**src/hw/rtl/gzhp_pkg.sv**
```systemverilog
// ----------------------------------------------------------------------------
// gzhp_pkg
// Shared codes, header constants and types of the gzip header parser.
// ----------------------------------------------------------------------------
package gzhp_pkg;

   // byte role codes
   localparam logic [1:0] ROLE_HEADER = 2'd0;
   localparam logic [1:0] ROLE_BODY   = 2'd1;
   localparam logic [1:0] ROLE_REJECT = 2'd2;

   // error codes
   localparam logic [1:0] ERR_NONE   = 2'd0;
   localparam logic [1:0] ERR_MAGIC  = 2'd1;
   localparam logic [1:0] ERR_METHOD = 2'd2;

   // header constants
   localparam logic [7:0] MAGIC_FIRST  = 8'h1f;
   localparam logic [7:0] MAGIC_SECOND = 8'h8b;
   localparam logic [7:0] METHOD_DEFL  = 8'h08;
   localparam logic [7:0] FLG_EXTRA    = 8'h04;
   localparam logic [7:0] FLG_NAME     = 8'h08;
   localparam logic [7:0] FLG_COMMENT  = 8'h10;
   localparam logic [7:0] FLG_HCRC     = 8'h02;

   typedef struct packed {
      logic [1:0] byte_role;
      logic [1:0] error_code;
      logic       header_end;
      logic [7:0] body_byte;
      logic [7:0] header_flags;
   } result_type;

endpackage

```
**src/hw/rtl/gzhp_req_if.sv**
```systemverilog
// ----------------------------------------------------------------------------
// gzhp_req_if
// Input byte channel: valid/ready handshake with the stream byte and restart.
// ----------------------------------------------------------------------------
interface gzhp_req_if;
   logic       valid;
   logic       ready;
   logic [7:0] data_byte;
   logic       new_stream;

   modport source (output valid, output data_byte, output new_stream, input ready);
   modport sink   (input valid, input data_byte, input new_stream, output ready);
endinterface

```
**src/hw/rtl/gzhp_rsp_if.sv**
```systemverilog
// ----------------------------------------------------------------------------
// gzhp_rsp_if
// Result channel: valid/ready handshake with the per-byte classification.
// ----------------------------------------------------------------------------
interface gzhp_rsp_if;
   logic       valid;
   logic       ready;
   logic [1:0] byte_role;
   logic [1:0] error_code;
   logic       header_end;
   logic [7:0] body_byte;
   logic [7:0] header_flags;

   modport source (output valid, output byte_role, output error_code, output header_end,
                   output body_byte, output header_flags, input ready);
   modport sink   (input valid, input byte_role, input error_code, input header_end,
                   input body_byte, input header_flags, output ready);
endinterface

```
**src/hw/rtl/gzhp_parser.sv**
```systemverilog
// ----------------------------------------------------------------------------
// gzhp_parser
// Header walk state and the per-byte classification logic.
// ----------------------------------------------------------------------------
module gzhp_parser (
   input  logic                clock,
   input  logic                reset,
   input  logic                accept,
   input  logic [7:0]          data_byte,
   input  logic                new_stream,
   output gzhp_pkg::result_type result
);

   typedef enum logic [4:0] {
      PH_MAGIC1    = 5'd0,
      PH_MAGIC2    = 5'd1,
      PH_METHOD    = 5'd2,
      PH_FLAGS     = 5'd3,
      PH_MTIME1    = 5'd4,
      PH_MTIME2    = 5'd5,
      PH_MTIME3    = 5'd6,
      PH_MTIME4    = 5'd7,
      PH_XFL       = 5'd8,
      PH_OS        = 5'd9,
      PH_XLEN_LO   = 5'd10,
      PH_XLEN_HI   = 5'd11,
      PH_EXTRA     = 5'd12,
      PH_NAME      = 5'd13,
      PH_COMMENT   = 5'd14,
      PH_CRC1      = 5'd15,
      PH_CRC2      = 5'd16,
      PH_BODY      = 5'd17,
      PH_ERR_MAGIC = 5'd18,
      PH_ERR_METH  = 5'd19
   } phase_type;

   phase_type   phase_ff, phase_in;
   logic [7:0]  flag_store_ff, flag_store_in;
   logic [15:0] extra_left_ff, extra_left_in;
   logic        error_seen_ff, error_seen_in;

   // state as seen by this byte, after an optional restart
   phase_type   cur_phase;
   logic [7:0]  cur_flags;
   logic [15:0] cur_extra;
   logic        cur_error;

   always_comb begin
      cur_phase = new_stream ? PH_MAGIC1 : phase_ff;
      cur_flags = new_stream ? 8'h00 : flag_store_ff;
      cur_extra = new_stream ? 16'h0000 : extra_left_ff;
      cur_error = new_stream ? 1'b0 : error_seen_ff;

      phase_in      = cur_phase;
      flag_store_in = cur_flags;
      extra_left_in = cur_extra;
      error_seen_in = cur_error;

      result.byte_role  = gzhp_pkg::ROLE_HEADER;
      result.error_code = gzhp_pkg::ERR_NONE;
      result.header_end = 1'b0;
      result.body_byte  = 8'h00;

      if (cur_error || cur_phase == PH_ERR_MAGIC || cur_phase == PH_ERR_METH) begin
         result.byte_role  = gzhp_pkg::ROLE_REJECT;
         result.error_code = (cur_phase == PH_ERR_METH) ? gzhp_pkg::ERR_METHOD
                                                         : gzhp_pkg::ERR_MAGIC;
      end else if (cur_phase == PH_BODY) begin
         result.byte_role = gzhp_pkg::ROLE_BODY;
         result.body_byte = data_byte;
      end else begin
         case (cur_phase)
            PH_MAGIC1, PH_MAGIC2: begin
               if (data_byte != ((cur_phase == PH_MAGIC1) ? gzhp_pkg::MAGIC_FIRST
                                                          : gzhp_pkg::MAGIC_SECOND)) begin
                  phase_in          = PH_ERR_MAGIC;
                  error_seen_in     = 1'b1;
                  result.byte_role  = gzhp_pkg::ROLE_REJECT;
                  result.error_code = gzhp_pkg::ERR_MAGIC;
               end else begin
                  phase_in = (cur_phase == PH_MAGIC1) ? PH_MAGIC2 : PH_METHOD;
               end
            end
            PH_METHOD: begin
               if (data_byte != gzhp_pkg::METHOD_DEFL) begin
                  phase_in          = PH_ERR_METH;
                  error_seen_in     = 1'b1;
                  result.byte_role  = gzhp_pkg::ROLE_REJECT;
                  result.error_code = gzhp_pkg::ERR_METHOD;
               end else begin
                  phase_in = PH_FLAGS;
               end
            end
            PH_FLAGS: begin
               flag_store_in = data_byte;
               phase_in      = PH_MTIME1;
            end
            PH_MTIME1: phase_in = PH_MTIME2;
            PH_MTIME2: phase_in = PH_MTIME3;
            PH_MTIME3: phase_in = PH_MTIME4;
            PH_MTIME4: phase_in = PH_XFL;
            PH_XFL:    phase_in = PH_OS;
            PH_OS:     phase_in = PH_XLEN_LO;
            PH_XLEN_LO: begin
               extra_left_in = {8'h00, data_byte};
               phase_in      = PH_XLEN_HI;
            end
            PH_XLEN_HI: begin
               extra_left_in = {data_byte, cur_extra[7:0]};
               phase_in      = (extra_left_in == 16'h0000) ? PH_NAME : PH_EXTRA;
            end
            PH_EXTRA: begin
               extra_left_in = cur_extra - 16'd1;
               phase_in      = (extra_left_in == 16'h0000) ? PH_NAME : PH_EXTRA;
            end
            PH_NAME:    phase_in = (data_byte == 8'h00) ? PH_COMMENT : PH_NAME;
            PH_COMMENT: phase_in = (data_byte == 8'h00) ? PH_CRC1 : PH_COMMENT;
            PH_CRC1:    phase_in = PH_CRC2;
            PH_CRC2:    phase_in = PH_BODY;
            default:    phase_in = cur_phase;
         endcase

         if (result.byte_role == gzhp_pkg::ROLE_HEADER) begin
            // skip optional parts whose flag bit is clear
            if (phase_in == PH_XLEN_LO && (flag_store_in & gzhp_pkg::FLG_EXTRA) == 8'h00)
               phase_in = PH_NAME;
            if (phase_in == PH_NAME && (flag_store_in & gzhp_pkg::FLG_NAME) == 8'h00)
               phase_in = PH_COMMENT;
            if (phase_in == PH_COMMENT && (flag_store_in & gzhp_pkg::FLG_COMMENT) == 8'h00)
               phase_in = PH_CRC1;
            if (phase_in == PH_CRC1 && (flag_store_in & gzhp_pkg::FLG_HCRC) == 8'h00)
               phase_in = PH_BODY;
            result.header_end = (phase_in == PH_BODY);
         end
      end

      result.header_flags = flag_store_in;
   end

   always_ff @(posedge clock) begin
      if (reset) begin
         phase_ff      <= PH_MAGIC1;
         flag_store_ff <= 8'h00;
         extra_left_ff <= 16'h0000;
         error_seen_ff <= 1'b0;
      end else if (accept) begin
         phase_ff      <= phase_in;
         flag_store_ff <= flag_store_in;
         extra_left_ff <= extra_left_in;
         error_seen_ff <= error_seen_in;
      end
   end

endmodule

```
**src/hw/rtl/gzip_header_parser_core.sv**
```systemverilog
// ----------------------------------------------------------------------------
// gzip_header_parser_core
// Walks the gzip member header one byte per transfer and tags each byte.
// ----------------------------------------------------------------------------
//  channel   dir  payload                                             handshake
//  req_chan  in   data_byte[8], new_stream[1]                         valid/ready
//  rsp_chan  out  byte_role[2], error_code[2], header_end[1],         valid/ready
//                 body_byte[8], header_flags[8]
//
//  One byte per cycle unless stalled; each result is registered on its transfer.
//  The parse state updates in the same cycle and feeds the result register.
//  A full result register that is not taken holds req_chan.ready low.
//  Synchronous reset returns the parser to the first magic byte.
// ----------------------------------------------------------------------------
module gzip_header_parser_core (
   input  logic      clock,
   input  logic      reset,
   gzhp_req_if.sink   req_chan,
   gzhp_rsp_if.source rsp_chan
);

   gzhp_pkg::result_type result;
   gzhp_pkg::result_type rsp_data_ff;
   logic                 rsp_valid_ff, rsp_valid_in;
   logic                 accept;

   assign req_chan.ready = !rsp_valid_ff || rsp_chan.ready;
   assign accept         = req_chan.valid && req_chan.ready;

   gzhp_parser u_parser (
      .clock      (clock),
      .reset      (reset),
      .accept     (accept),
      .data_byte  (req_chan.data_byte),
      .new_stream (req_chan.new_stream),
      .result     (result)
   );

   assign rsp_valid_in = accept ? 1'b1 : (rsp_chan.ready ? 1'b0 : rsp_valid_ff);

   always_ff @(posedge clock) begin
      if (reset) begin
         rsp_valid_ff <= 1'b0;
      end else begin
         rsp_valid_ff <= rsp_valid_in;
      end
   end

   always_ff @(posedge clock) begin
      if (accept) begin
         rsp_data_ff <= result;
      end
   end

   assign rsp_chan.valid        = rsp_valid_ff;
   assign rsp_chan.byte_role    = rsp_data_ff.byte_role;
   assign rsp_chan.error_code   = rsp_data_ff.error_code;
   assign rsp_chan.header_end   = rsp_data_ff.header_end;
   assign rsp_chan.body_byte    = rsp_data_ff.body_byte;
   assign rsp_chan.header_flags = rsp_data_ff.header_flags;

endmodule

```
**src/flat_wrapper.sv**
```systemverilog
// flat-port wrapper written by rule: the top's interface ports become plain ports
module gzip_header_parser_core_flat 
  (clock, reset, req_chan_valid, req_chan_data_byte, req_chan_new_stream, req_chan_ready, rsp_chan_valid, rsp_chan_byte_role, rsp_chan_error_code, rsp_chan_header_end, rsp_chan_body_byte, rsp_chan_header_flags, rsp_chan_ready);
  gzhp_req_if req_chan_i ();
  gzhp_rsp_if rsp_chan_i ();
  input  logic clock;
  input  logic reset;
  input wire logic [$bits(req_chan_i.valid)-1:0] req_chan_valid;
  input wire logic [$bits(req_chan_i.data_byte)-1:0] req_chan_data_byte;
  input wire logic [$bits(req_chan_i.new_stream)-1:0] req_chan_new_stream;
  output wire logic [$bits(req_chan_i.ready)-1:0] req_chan_ready;
  output wire logic [$bits(rsp_chan_i.valid)-1:0] rsp_chan_valid;
  output wire logic [$bits(rsp_chan_i.byte_role)-1:0] rsp_chan_byte_role;
  output wire logic [$bits(rsp_chan_i.error_code)-1:0] rsp_chan_error_code;
  output wire logic [$bits(rsp_chan_i.header_end)-1:0] rsp_chan_header_end;
  output wire logic [$bits(rsp_chan_i.body_byte)-1:0] rsp_chan_body_byte;
  output wire logic [$bits(rsp_chan_i.header_flags)-1:0] rsp_chan_header_flags;
  input wire logic [$bits(rsp_chan_i.ready)-1:0] rsp_chan_ready;
  assign req_chan_i.valid = req_chan_valid;
  assign req_chan_i.data_byte = req_chan_data_byte;
  assign req_chan_i.new_stream = req_chan_new_stream;
  assign req_chan_ready = req_chan_i.ready;
  assign rsp_chan_valid = rsp_chan_i.valid;
  assign rsp_chan_byte_role = rsp_chan_i.byte_role;
  assign rsp_chan_error_code = rsp_chan_i.error_code;
  assign rsp_chan_header_end = rsp_chan_i.header_end;
  assign rsp_chan_body_byte = rsp_chan_i.body_byte;
  assign rsp_chan_header_flags = rsp_chan_i.header_flags;
  assign rsp_chan_i.ready = rsp_chan_ready;
  gzip_header_parser_core u_core (.clock(clock), .reset(reset), .req_chan(req_chan_i), .rsp_chan(rsp_chan_i));
endmodule
```
**config.mk**
```make
export PLATFORM = sky130hd
export DESIGN_NAME = gzip_header_parser_core_flat
export DESIGN_NICKNAME = d
export VERILOG_FILES = /design/src/hw/rtl/gzhp_pkg.sv /design/src/hw/rtl/gzhp_req_if.sv /design/src/hw/rtl/gzhp_rsp_if.sv /design/src/hw/rtl/gzhp_parser.sv /design/src/hw/rtl/gzip_header_parser_core.sv /design/src/flat_wrapper.sv
export SDC_FILE = /design/constraint.sdc
export NUM_CORES = 1
export LEC_CHECK = 0
export ABC_AREA = 1
export BUFFER_PORTS_ARGS = -buffer_cell sky130_fd_sc_hd__buf_4
export CAP_MARGIN = 30
export CORE_MARGIN = 2
export CORE_UTILIZATION = 40
export DETAILED_ROUTE_END_ITERATION = 16
export GPL_TIMING_DRIVEN = 0
export PLACE_DENSITY_LB_ADDON = 0.15
export RECOVER_POWER = 100
export REMOVE_ABC_BUFFERS = 1
export SYNTH_ARGS = -nofsm -noshare
export SYNTH_HDL_FRONTEND = slang
export SYNTH_SLANG_ARGS = --single-unit
```
**constraint.sdc**
```tcl
create_clock -name clock -period 8.3 [get_ports clock]
set_clock_uncertainty 0.05 [all_clocks]
set_input_delay 2.49 -clock clock [delete_from_list [all_inputs] [get_ports clock]]
set_output_delay 2.49 -clock clock [all_outputs]
set_load 0.02 [all_outputs]
```
==> impl_metrics.py, run 1 <==
metrics = {
    "synthesis": {
        "synth.top_cell.area_share_pct": 17.22,
        "synth_xor_area_share_pct": 0.2392,
        "synth_ff_type": "dfxtp_1",
        "synth_compound_area_share_pct": 19.58,
        "synth_edf_count": 21,
        "async_flop_share_pct": 0,
        "synth_top_family_by_area": "simple AND/OR/NAND/NOR gates",
        "synth_area_leaders": "edfxtp_1, dfxtp_1, nand2_1, o21ai_0, nor2_1",
        "ys_seq_area_share_pct": 34.18,
        "synth-simple-area-share_pct": 35.17,
        "yosys.area_share.adder_pct": 1.025,
        "yosysUniqueCellTypes": 41,
        "syn_area_mm2": 0.003661,
        "yosysTopAreaCell": "edfxtp_1",
        "yosysWarnings": 0,
        "syn_area_per_cell_um2": 6.895,
        "synth.mux.area_fraction_pct": 0,
        "ys_seq_elements": 52,
        "syn_inst": 531,
    },
    "power": {
        "p_clk_share_pct": 29.7,
        "leakage_uw": 0.001915,
        "peakVddDrop_uv": 59.86,
        "p_int_uw": 421.4,
        "combPwrFrac_pct": 24.3,
        "finalPower_uw": 634.3,
        "pwr-share-seq_pct": 46.0,
        "p_sw_uw": 212.9,
        "swShare_pct": 33.57,
        "power.density_mw_per_mm2": 158.8,
    },
    "placed_design": {
        "gp_congestion": 0.8936,
        "portBuffers": 35,
        "post-dp-hpwl_mm": 7.608,
    },
    "clocking": {
        "htree_levels": 2,
        "clk_pin_slew_ps": 100,
        "clk_latency_ps": 320,
        "cts_max_path_buffers": 2,
        "cts_resized": 0,
        "clock-sinks": 52,
        "cts_root_buf": "clkbuf_8",
        "cts_made_buffers": 5,
        "hold_buffers": 0,
        "cts_tree": "built",
        "cts_setup_buffers": 0,
    },
    "final_layout": {
        "drive_gt1_share_pct": 11.23,
        "insertedDiodeCount": 0,
        "fillCellCount": 954,
        "syn_to_final_growth_pct": 9.125,
        "fin_nets": 576,
    },
    "job": {
        "maxCapViolCount": 1,
    },
    "floorplanning": {
        "start_util_pct": 41.57,
        "num_io_pins": 36,
        "core.rowCount": 34,
        "coreArea_mm2": 0.008806,
        "fp.dieW_um": 99.67,
        "die_area_mm2": 0.009934,
        "dieHeight_um": 99.67,
    },
    "detailed_routing": {
        "post_drt_wl_per_cell_um": 15.43,
        "antenna_left": 0,
        "drc": 0,
        "drt_iter0_markers": 227,
        "first_pass_iters": 6,
        "drt-total-wl_mm": 10.33,
        "vias_per_cell": 5.450,
        "vias": 3646,
    },
    "sta": {
        "period_share_pct": 79.78,
        "worstMarginPinSlew_ps": 1807,
        "period_minus_slack_ps": 6622,
        "fmax_ghz": 0.1510,
        "maxSlewHeadroom_pct": -20.61,
        "slew_viol_final": 39,
        "finalSetupTns_ps": 0,
        "final_hold_viol_count": 0,
        "setup_viol": 0,
        "rsz0062_at_grt": "no",
    },
    "worst_hold_path": {
        "hold_class": "reg -> reg",
    },
    "global_routing": {
        "met1_usage_pct": 28.93,
        "grt_first_pass_wirelength_mm": 16.83,
        "grt_pass1_vias": 3371,
        "overflow": 0,
        "gr-usage-met3_pct": 2.319,
        "met2_usage_pct": 35.86,
        "grt_usage_pct": 21.22,
        "grt-busiest-layer": "met2",
        "antenna_found_initial": 0,
        "grt_max_degree": 39,
    },
    "run_status": {
        "status": "complete, but fails checks",
        "violations": "max-capacitance violations, max-slew violations",
    },
    "setup_path": {
        "timing.critical_path.slowest_stage_cell": "inv_1",
        "crit_path_cell_trace": "clkbuf_1 > inv_1 > nand2_1 > ha_1 > nand3_1 > nor2_1 > nand2_1 > nand2_1 > nor2_1 > nand2_1 > nor2_1 > nand3_1 > nand2_1 > nand2_1 > nand2_1 > nand2_1 > nor2_1 > nand2_1 > nand2_1 > nand2_2 > nand2_1 > o41a_1 > nor2_1",
        "path_class": "in -> reg",
        "cp.required_ps": 8330,
        "cp_max_fo": 38,
        "crit_buf_inv": 2,
        "start_kind": "input port",
        "cp_slowest_stage_delay_ps": 1330,
        "critPathMostFrequentCell": "nand2_1",
        "endpoint_kind": "register",
        "critPathTopFamily": "simple AND/OR/NAND/NOR gates",
        "worstPathArrival_ps": 6660,
    },
}
tightest hold or removal path, cell delays in order, from the launching register on:
cell	delay [ps]
dfxtp_1	330
nand2_1	60
a21oi_1	60
per-stage QoR:
step,instance area (um^2),cells,setup WS (ps),hold WS [ps],util (%)
2_1_floorplan,3561,515,3074,389.3,-
3_3_place_gp,3959,658,1817,406.7,44.96
3_5_place_dp,4021,661,2231,416.5,45.67
4_1_cts,4136,669,2555,431.6,46.97
5_1_grt,3995,669,1157,459.8,45.37
6_report,3995,669,1678,434.3,45.37
state kept, by name (all words and copies together), names as in the netlist:
register                       cells
u_core.u_parser.extra_left_ff     16
u_core.rsp_chan.error_code         2
u_core.rsp_chan.body_byte          8
u_core.u_parser.error_seen_ff      1
u_core.rsp_chan.byte_role          2
u_core.rsp_chan.valid              1
u_core.rsp_chan.header_flags       8
u_core.u_parser.phase_ff           5
u_core.u_parser.flag_store_ff      8
u_core.rsp_chan.header_end         1
final timing paths:
| path | from | end | slack, ps | cells after the start |
|---|---|---|---|---|
| worst max-delay path | req_chan_new_stream | u_core.rsp_chan.header_end$_SDFFCE_PP0P_ | 1680 | 23 |
| worst min-delay path | u_core.u_parser.extra_left_ff[15]$_SDFFE_PP0P_ | u_core.u_parser.extra_left_ff[15]$_SDFFE_PP0P_ | 430 | 2 |
| worst max register to register | u_core.u_parser.phase_ff[2]$_SDFFE_PP0P_ | u_core.u_parser.extra_left_ff[7]$_SDFFE_PP0P_ | 5100 | 11 |
| worst min register to register | u_core.u_parser.extra_left_ff[15]$_SDFFE_PP0P_ | u_core.u_parser.extra_left_ff[15]$_SDFFE_PP0P_ | 430 | 2 |
cells in the final DEF, fill, tap and decap left out, types with 6 or more instances in the layout:
cell	synthesis	final
nand2_1	115	120
nor2_1	66	67
inv_1	62	64
o21ai_0	53	53
a21oi_1	34	35
nand3_1	31	31
dfxtp_1	31	31
clkbuf_1	11	26
edfxtp_1	21	21
nand2_4	11	11
nand2_2	16	11
buf_4	0	10
o211ai_1	7	7
nand4_1	6	6
kinds of logic after synthesis:
group                    count (synthesis)
buffers and inverters                   85
AO/OA/AOI/OAI                          123
AND/OR/NAND/NOR                        267
flip-flops                              52
adder cells (fa/ha/maj)                  3
XOR/XNOR                                 1
per-layer routing:
layer,wire [um],share of wire (%)
met1,4961,48
met2,4770,46
met3,399,3.9
met4,194,1.9
met5,0,0
power groups by stage:
stage                     combinational (uW)  clock, uW  sequential (uW)
final                                    154        188              292
after global routing                     173        200              294
after CTS                                163        193              292
after detailed placement                 162          0              298
after global placement                   156          0              298
after floorplan                          102          0              306
cell usage after synthesis (2+ instances only):
master,n
a21oi_1,34
ha_1,3
o21ai_0,53
nand4_1,6
nand3_1,31
a22oi_1,2
edfxtp_1,21
a31oi_1,4
inv_2,6
dfxtp_1,31
nor2_2,5
buf_12,2
inv_1,62
nand2_2,16
o21ai_2,2
nor2_4,4
a211oi_1,2
o221ai_1,5
clkbuf_1,11
nor2_1,66
o22ai_1,4
nand3b_1,3
nand2_1,115
o21ai_1,3
nand3_2,2
o211ai_1,7
buf_1,2
nand2_4,11
nor3_1,4
a21oi_2,3
cell type report:
type	instances	area (um^2)	area share, %
sequential	52	1251	31.32
clock buffer	5	68.82	1.723
tap	108	135.1	3.382
clock inverter	3	46.29	1.159
multi-input combinational	394	2027	50.74
inverter	69	259.0	6.483
timing repair buffer	38	207.7	5.199
No activity file was read; power rests on OpenSTA's default activity.
==> run 2, diff against run 1 <==
- clock period: 8.3 -> 6 ns (I/O delays scaled with it)
==> impl_metrics.py, run 2 (synthesis results as in run 1) <==
metrics = {
    "final_layout": {
        "fin_area_mm2": 0.003995,
        "final_cell_mix": "nand2_1, nor2_1, inv_1",
        "final_common_cell": "nand2_1",
        "top_register": "u_core.u_parser.extra_left_ff",
        "insertedDiodeCount": 0,
        "fin_nets": 576,
        "largest_reg_flops": 16,
        "syn_to_final_growth_pct": 9.125,
        "drive_gt1_share_pct": 11.41,
    },
    "placed_design": {
        "preCtsSetupSlack_ps": 620.9,
        "post-dp-hpwl_mm": 7.608,
        "dpl_cell_area_mm2": 0.004021,
        "gp_congestion": 0.8936,
        "portBuffers": 35,
    },
    "sta": {
        "layout_setup_ws_ps": 774.8,
        "rsz0062_at_grt": "no",
        "period_minus_slack_ps": 5225,
        "final_hold_viol_count": 0,
        "slew_viol_final": 0,
        "fmax_ghz": 0.1914,
        "maxSlewHeadroom_pct": 12.06,
        "worstMarginPinSlew_ps": 1319,
        "setup_viol": 0,
        "finalSetupTns_ps": 0,
        "period_share_pct": 87.09,
    },
    "setup_path": {
        "path_class": "in -> reg",
        "worstPathArrival_ps": 5390,
        "start_kind": "input port",
        "r2r_slack_ps": 2820,
        "r2r-start": "u_core.rsp_chan.valid$_SDFFE_PP0P_",
        "cp_max_fo": 38,
        "reg2reg_depth": 7,
        "cp.required_ps": 6170,
        "endpoint_kind": "register",
        "rr_endpoint": "u_core.u_parser.extra_left_ff[4]$_SDFFE_PP0P_",
    },
    "clocking": {
        "cts_max_path_buffers": 2,
        "cts_resized": 0,
        "clk_latency_ps": 320,
        "htree_levels": 2,
        "hold_buffers": 0,
        "cts_setup_buffers": 0,
        "cts_root_buf": "clkbuf_8",
        "cts_made_buffers": 5,
        "clock-sinks": 52,
        "clk_pin_slew_ps": 110,
        "cts_tree": "built",
    },
    "global_routing": {
        "grt_pass1_vias": 3371,
        "grt_max_degree": 39,
        "overflow": 0,
        "grt_first_pass_wirelength_mm": 16.83,
        "antenna_found_initial": 0,
        "grt_usage_pct": 21.22,
    },
    "detailed_routing": {
        "vias": 3652,
        "drt-total-wl_mm": 10.33,
        "dr.max_layer_used": "met4",
        "wl_met2_mm": 4.773,
        "post_drt_wl_per_cell_um": 15.44,
        "antenna_left": 0,
        "wl_met1_mm": 4.931,
        "drt_iter0_markers": 226,
        "wl_met3_um": 432,
        "first_pass_iters": 5,
        "drc": 0,
        "vias_per_cell": 5.459,
    },
    "power": {
        "peakVddDrop_uv": 82.80,
        "power.density_mw_per_mm2": 219.3,
        "leakage_uw": 0.001914,
        "finalPower_uw": 876.3,
    },
    "job": {
        "maxCapViolCount": 0,
    },
    "worst_hold_path": {
        "hold_class": "reg -> reg",
        "min_path_cells": 2,
        "min_to": "u_core.u_parser.extra_left_ff[15]$_SDFFE_PP0P_",
        "min_from": "u_core.u_parser.extra_left_ff[15]$_SDFFE_PP0P_",
    },
    "floorplanning": {
        "start_util_pct": 41.57,
        "dieHeight_um": 99.67,
        "coreArea_mm2": 0.008806,
        "core.rowCount": 34,
        "fp.dieW_um": 99.67,
        "num_io_pins": 36,
        "die_area_mm2": 0.009934,
    },
    "run_status": {
        "status": "finished, final reports clean",
    },
}
-- run 2: metrics by stage --
stage	util [%]	cells	hold WS (ps)
after floorplan	-	515	389.3
after global placement	44.96	658	406.7
after detailed placement	45.67	661	416.5
after CTS	46.97	669	431.6
after global routing	45.37	669	459.8
final	45.37	669	434.2
-- run 2: worst max-delay path by stage --
stage | startpoint | endpoint
after floorplan | req_chan_new_stream | u_core.rsp_chan.header_end$_SDFFCE_PP0P_
after global placement | req_chan_new_stream | u_core.u_parser.extra_left_ff[15]$_SDFFE_PP0P_
after detailed placement | req_chan_new_stream | u_core.u_parser.extra_left_ff[15]$_SDFFE_PP0P_
after CTS | req_chan_new_stream | u_core.u_parser.extra_left_ff[15]$_SDFFE_PP0P_
after global routing | req_chan_new_stream | u_core.rsp_chan.header_end$_SDFFCE_PP0P_
final | req_chan_new_stream | u_core.u_parser.extra_left_ff[7]$_SDFFE_PP0P_
-- run 2: worst max-delay path: stages --
cell	delay (ps)
clkbuf_1	180
inv_2	770
nand2_4	130
nand2_1	190
nor2_1	100
nand2_1	80
nand2_1	240
nor2_1	540
o21ai_0	340
nor2_1	440
inv_1	220
a211oi_1	280
nor2_1	60
-- run 2: cell type report --
cell class              instances  area (um^2)
multi-input cells             394         2027
fillers                       954         4811
flip-flops and latches         52         1251
inverters                      69        259.0
well taps                     108        135.1
clock buffers                   5        68.82
clock inverters                 3        46.29
repair buffers                 38        207.7
-- run 2: where the power goes --
group,switching (uW),total (uW),internal [uW]
sequential,13.0,404,391
clock,134,260,126
combinational,147,213,65.9
total,293,876,583
-- run 2: routing by layer --
metal  vias up  GRT usage (%)
li1       1814              -
met1      1710          28.93
met2       110          35.86
met3        18          2.319
met4         0          5.585
met5         -              0
==> run 3, diff against run 2 <==
- clock period: 6 -> 5 ns (I/O delays scaled with it)
==> impl_metrics.py, run 3 (synthesis results as in run 1) <==
metrics = {
    "sta": {
        "period_share_pct": 90.39,
        "layout_setup_ws_ps": 480.7,
        "slew_viol_final": 0,
        "hold_ws_ps": 432.6,
        "fmax_ghz": 0.2213,
        "final_hold_viol_count": 0,
        "period_minus_slack_ps": 4519,
        "rsz0062_at_grt": "no",
        "worstMarginPinSlew_ps": 1303,
        "setup_viol": 0,
        "maxSlewHeadroom_pct": 13.13,
    },
    "power": {
        "peakVddDrop_uv": 100.6,
        "leakage_uw": 0.001918,
        "power.density_mw_per_mm2": 263.5,
    },
    "job": {
        "maxCapViolCount": 0,
    },
    "floorplanning": {
        "die_area_mm2": 0.009934,
        "fp.dieW_um": 99.67,
        "start_util_pct": 41.57,
        "coreArea_mm2": 0.008806,
        "core.rowCount": 34,
        "dieHeight_um": 99.67,
        "num_io_pins": 36,
    },
    "detailed_routing": {
        "vias": 3629,
        "first_pass_iters": 6,
        "drt-total-wl_mm": 10.38,
        "post_drt_wl_per_cell_um": 15.51,
        "drt_iter0_markers": 232,
        "antenna_left": 0,
        "drc": 0,
        "vias_per_cell": 5.425,
    },
    "setup_path": {
        "worstPathArrival_ps": 4690,
        "cp_max_fo": 38,
        "r2r_slack_ps": 1810,
        "path_class": "in -> reg",
        "reg2reg_depth": 7,
        "worstSetupStartpoint": "req_chan_new_stream",
        "critPathCapture": "u_core.u_parser.extra_left_ff[7]$_SDFFE_PP0P_",
        "endpoint_kind": "register",
        "start_kind": "input port",
        "cp.required_ps": 5170,
        "rr_endpoint": "u_core.u_parser.extra_left_ff[4]$_SDFFE_PP0P_",
        "r2r-start": "u_core.rsp_chan.valid$_SDFFE_PP0P_",
    },
    "final_layout": {
        "final_cells": 669,
        "insertedDiodeCount": 0,
        "syn_to_final_growth_pct": 9.125,
        "fin_nets": 576,
        "drive_gt1_share_pct": 11.23,
        "largest_reg_flops": 16,
        "top_register": "u_core.u_parser.extra_left_ff",
        "final_cell_mix": "nand2_1, nor2_1, inv_1",
        "final_common_cell": "nand2_1",
    },
    "global_routing": {
        "overflow": 0,
        "grt_usage_pct": 21.22,
        "grt_max_degree": 39,
        "antenna_found_initial": 0,
        "grt_first_pass_wirelength_mm": 16.83,
        "grt_pass1_vias": 3371,
    },
    "clocking": {
        "cts_root_buf": "clkbuf_8",
        "cts_made_buffers": 5,
        "cts_setup_buffers": 0,
        "cts_tree": "built",
        "clk_pin_slew_ps": 110,
        "cts_max_path_buffers": 2,
        "htree_levels": 2,
        "clk_latency_ps": 320,
        "clock-sinks": 52,
    },
    "worst_hold_path": {
        "hold_class": "reg -> reg",
    },
    "run_status": {
        "status": "finished, final reports clean",
    },
    "placed_design": {
        "gp_congestion": 0.8936,
        "portBuffers": 35,
        "post-dp-hpwl_mm": 7.608,
        "place_inst": 661,
        "preCtsSetupSlack_ps": -79.13,
    },
}
[run 3: where the power goes]
part / switching (uW) / internal (uW) / total [uW]
combinational: 176 / 79.0 / 255
sequential: 15.7 / 469 / 485
clock: 162 / 151 / 313
total: 353 / 699 / 1050
[run 3: repair_timing]
action                     in CTS  in global routing
resized for setup               0                  2
setup endpoints to repair       0                  9
hold buffers                    0                  0
[run 3: worst min-delay path by stage]
stage	slack, ps	depth (start not counted)	end	start
floorplan	390	2	u_core.u_parser.extra_left_ff[15]$_SDFFE_PP0P_	u_core.u_parser.extra_left_ff[15]$_SDFFE_PP0P_
global placement	410	2	u_core.u_parser.extra_left_ff[15]$_SDFFE_PP0P_	u_core.u_parser.extra_left_ff[15]$_SDFFE_PP0P_
detailed placement	420	2	u_core.u_parser.extra_left_ff[15]$_SDFFE_PP0P_	u_core.u_parser.extra_left_ff[15]$_SDFFE_PP0P_
CTS	430	2	u_core.u_parser.extra_left_ff[15]$_SDFFE_PP0P_	u_core.u_parser.extra_left_ff[15]$_SDFFE_PP0P_
global route	460	2	u_core.u_parser.extra_left_ff[15]$_SDFFE_PP0P_	u_core.u_parser.extra_left_ff[15]$_SDFFE_PP0P_
finish	430	2	u_core.u_parser.extra_left_ff[15]$_SDFFE_PP0P_	u_core.u_parser.extra_left_ff[15]$_SDFFE_PP0P_
[run 3: through the flow]
step | total power (uW) | util (%) | instance area, um^2 | setup TNS (ps)
6_report | 1053 | 45.37 | 3995 | 0
5_1_grt | 1106 | 45.37 | 3995 | 0
4_1_cts | 1076 | 46.97 | 4136 | 0
3_5_place_dp | 764.3 | 45.67 | 4021 | -187.3
3_3_place_gp | 754.4 | 44.96 | 3959 | -6926
2_1_floorplan | 676.5 | - | 3561 | 0
[run 3: routing by layer]
| metal | up-vias | global-route usage, % | wire length [um] |
|---|---|---|---|
| met4 | 0 | 5.585 | 133 |
| met2 | 116 | 35.86 | 4782 |
| met3 | 12 | 2.319 | 495 |
| met1 | 1685 | 28.93 | 4967 |
| li1 | 1816 | - | - |
| met5 | - | 0 | 0 |
[run 3: worst max-delay path, stage by stage]
cell and delay [ps]:
buf_4 150, inv_4 440, nand2_4 130, nand2_1 170, nor2_1 100, nand2_1 80, nand2_1 230, nor2_1 530
o21ai_0 340, nor2_1 440, inv_1 220, a211oi_1 280, nor2_1 60
[run 3: final cells by class]
cell class | count | area [um^2]
flip-flops and latches | 52 | 1251
multi-input cells | 394 | 2021
clock inverters | 3 | 46.29
inverters | 69 | 261.5
repair buffers | 38 | 211.5
well taps | 108 | 135.1
fillers | 955 | 4811
clock buffers | 5 | 68.82
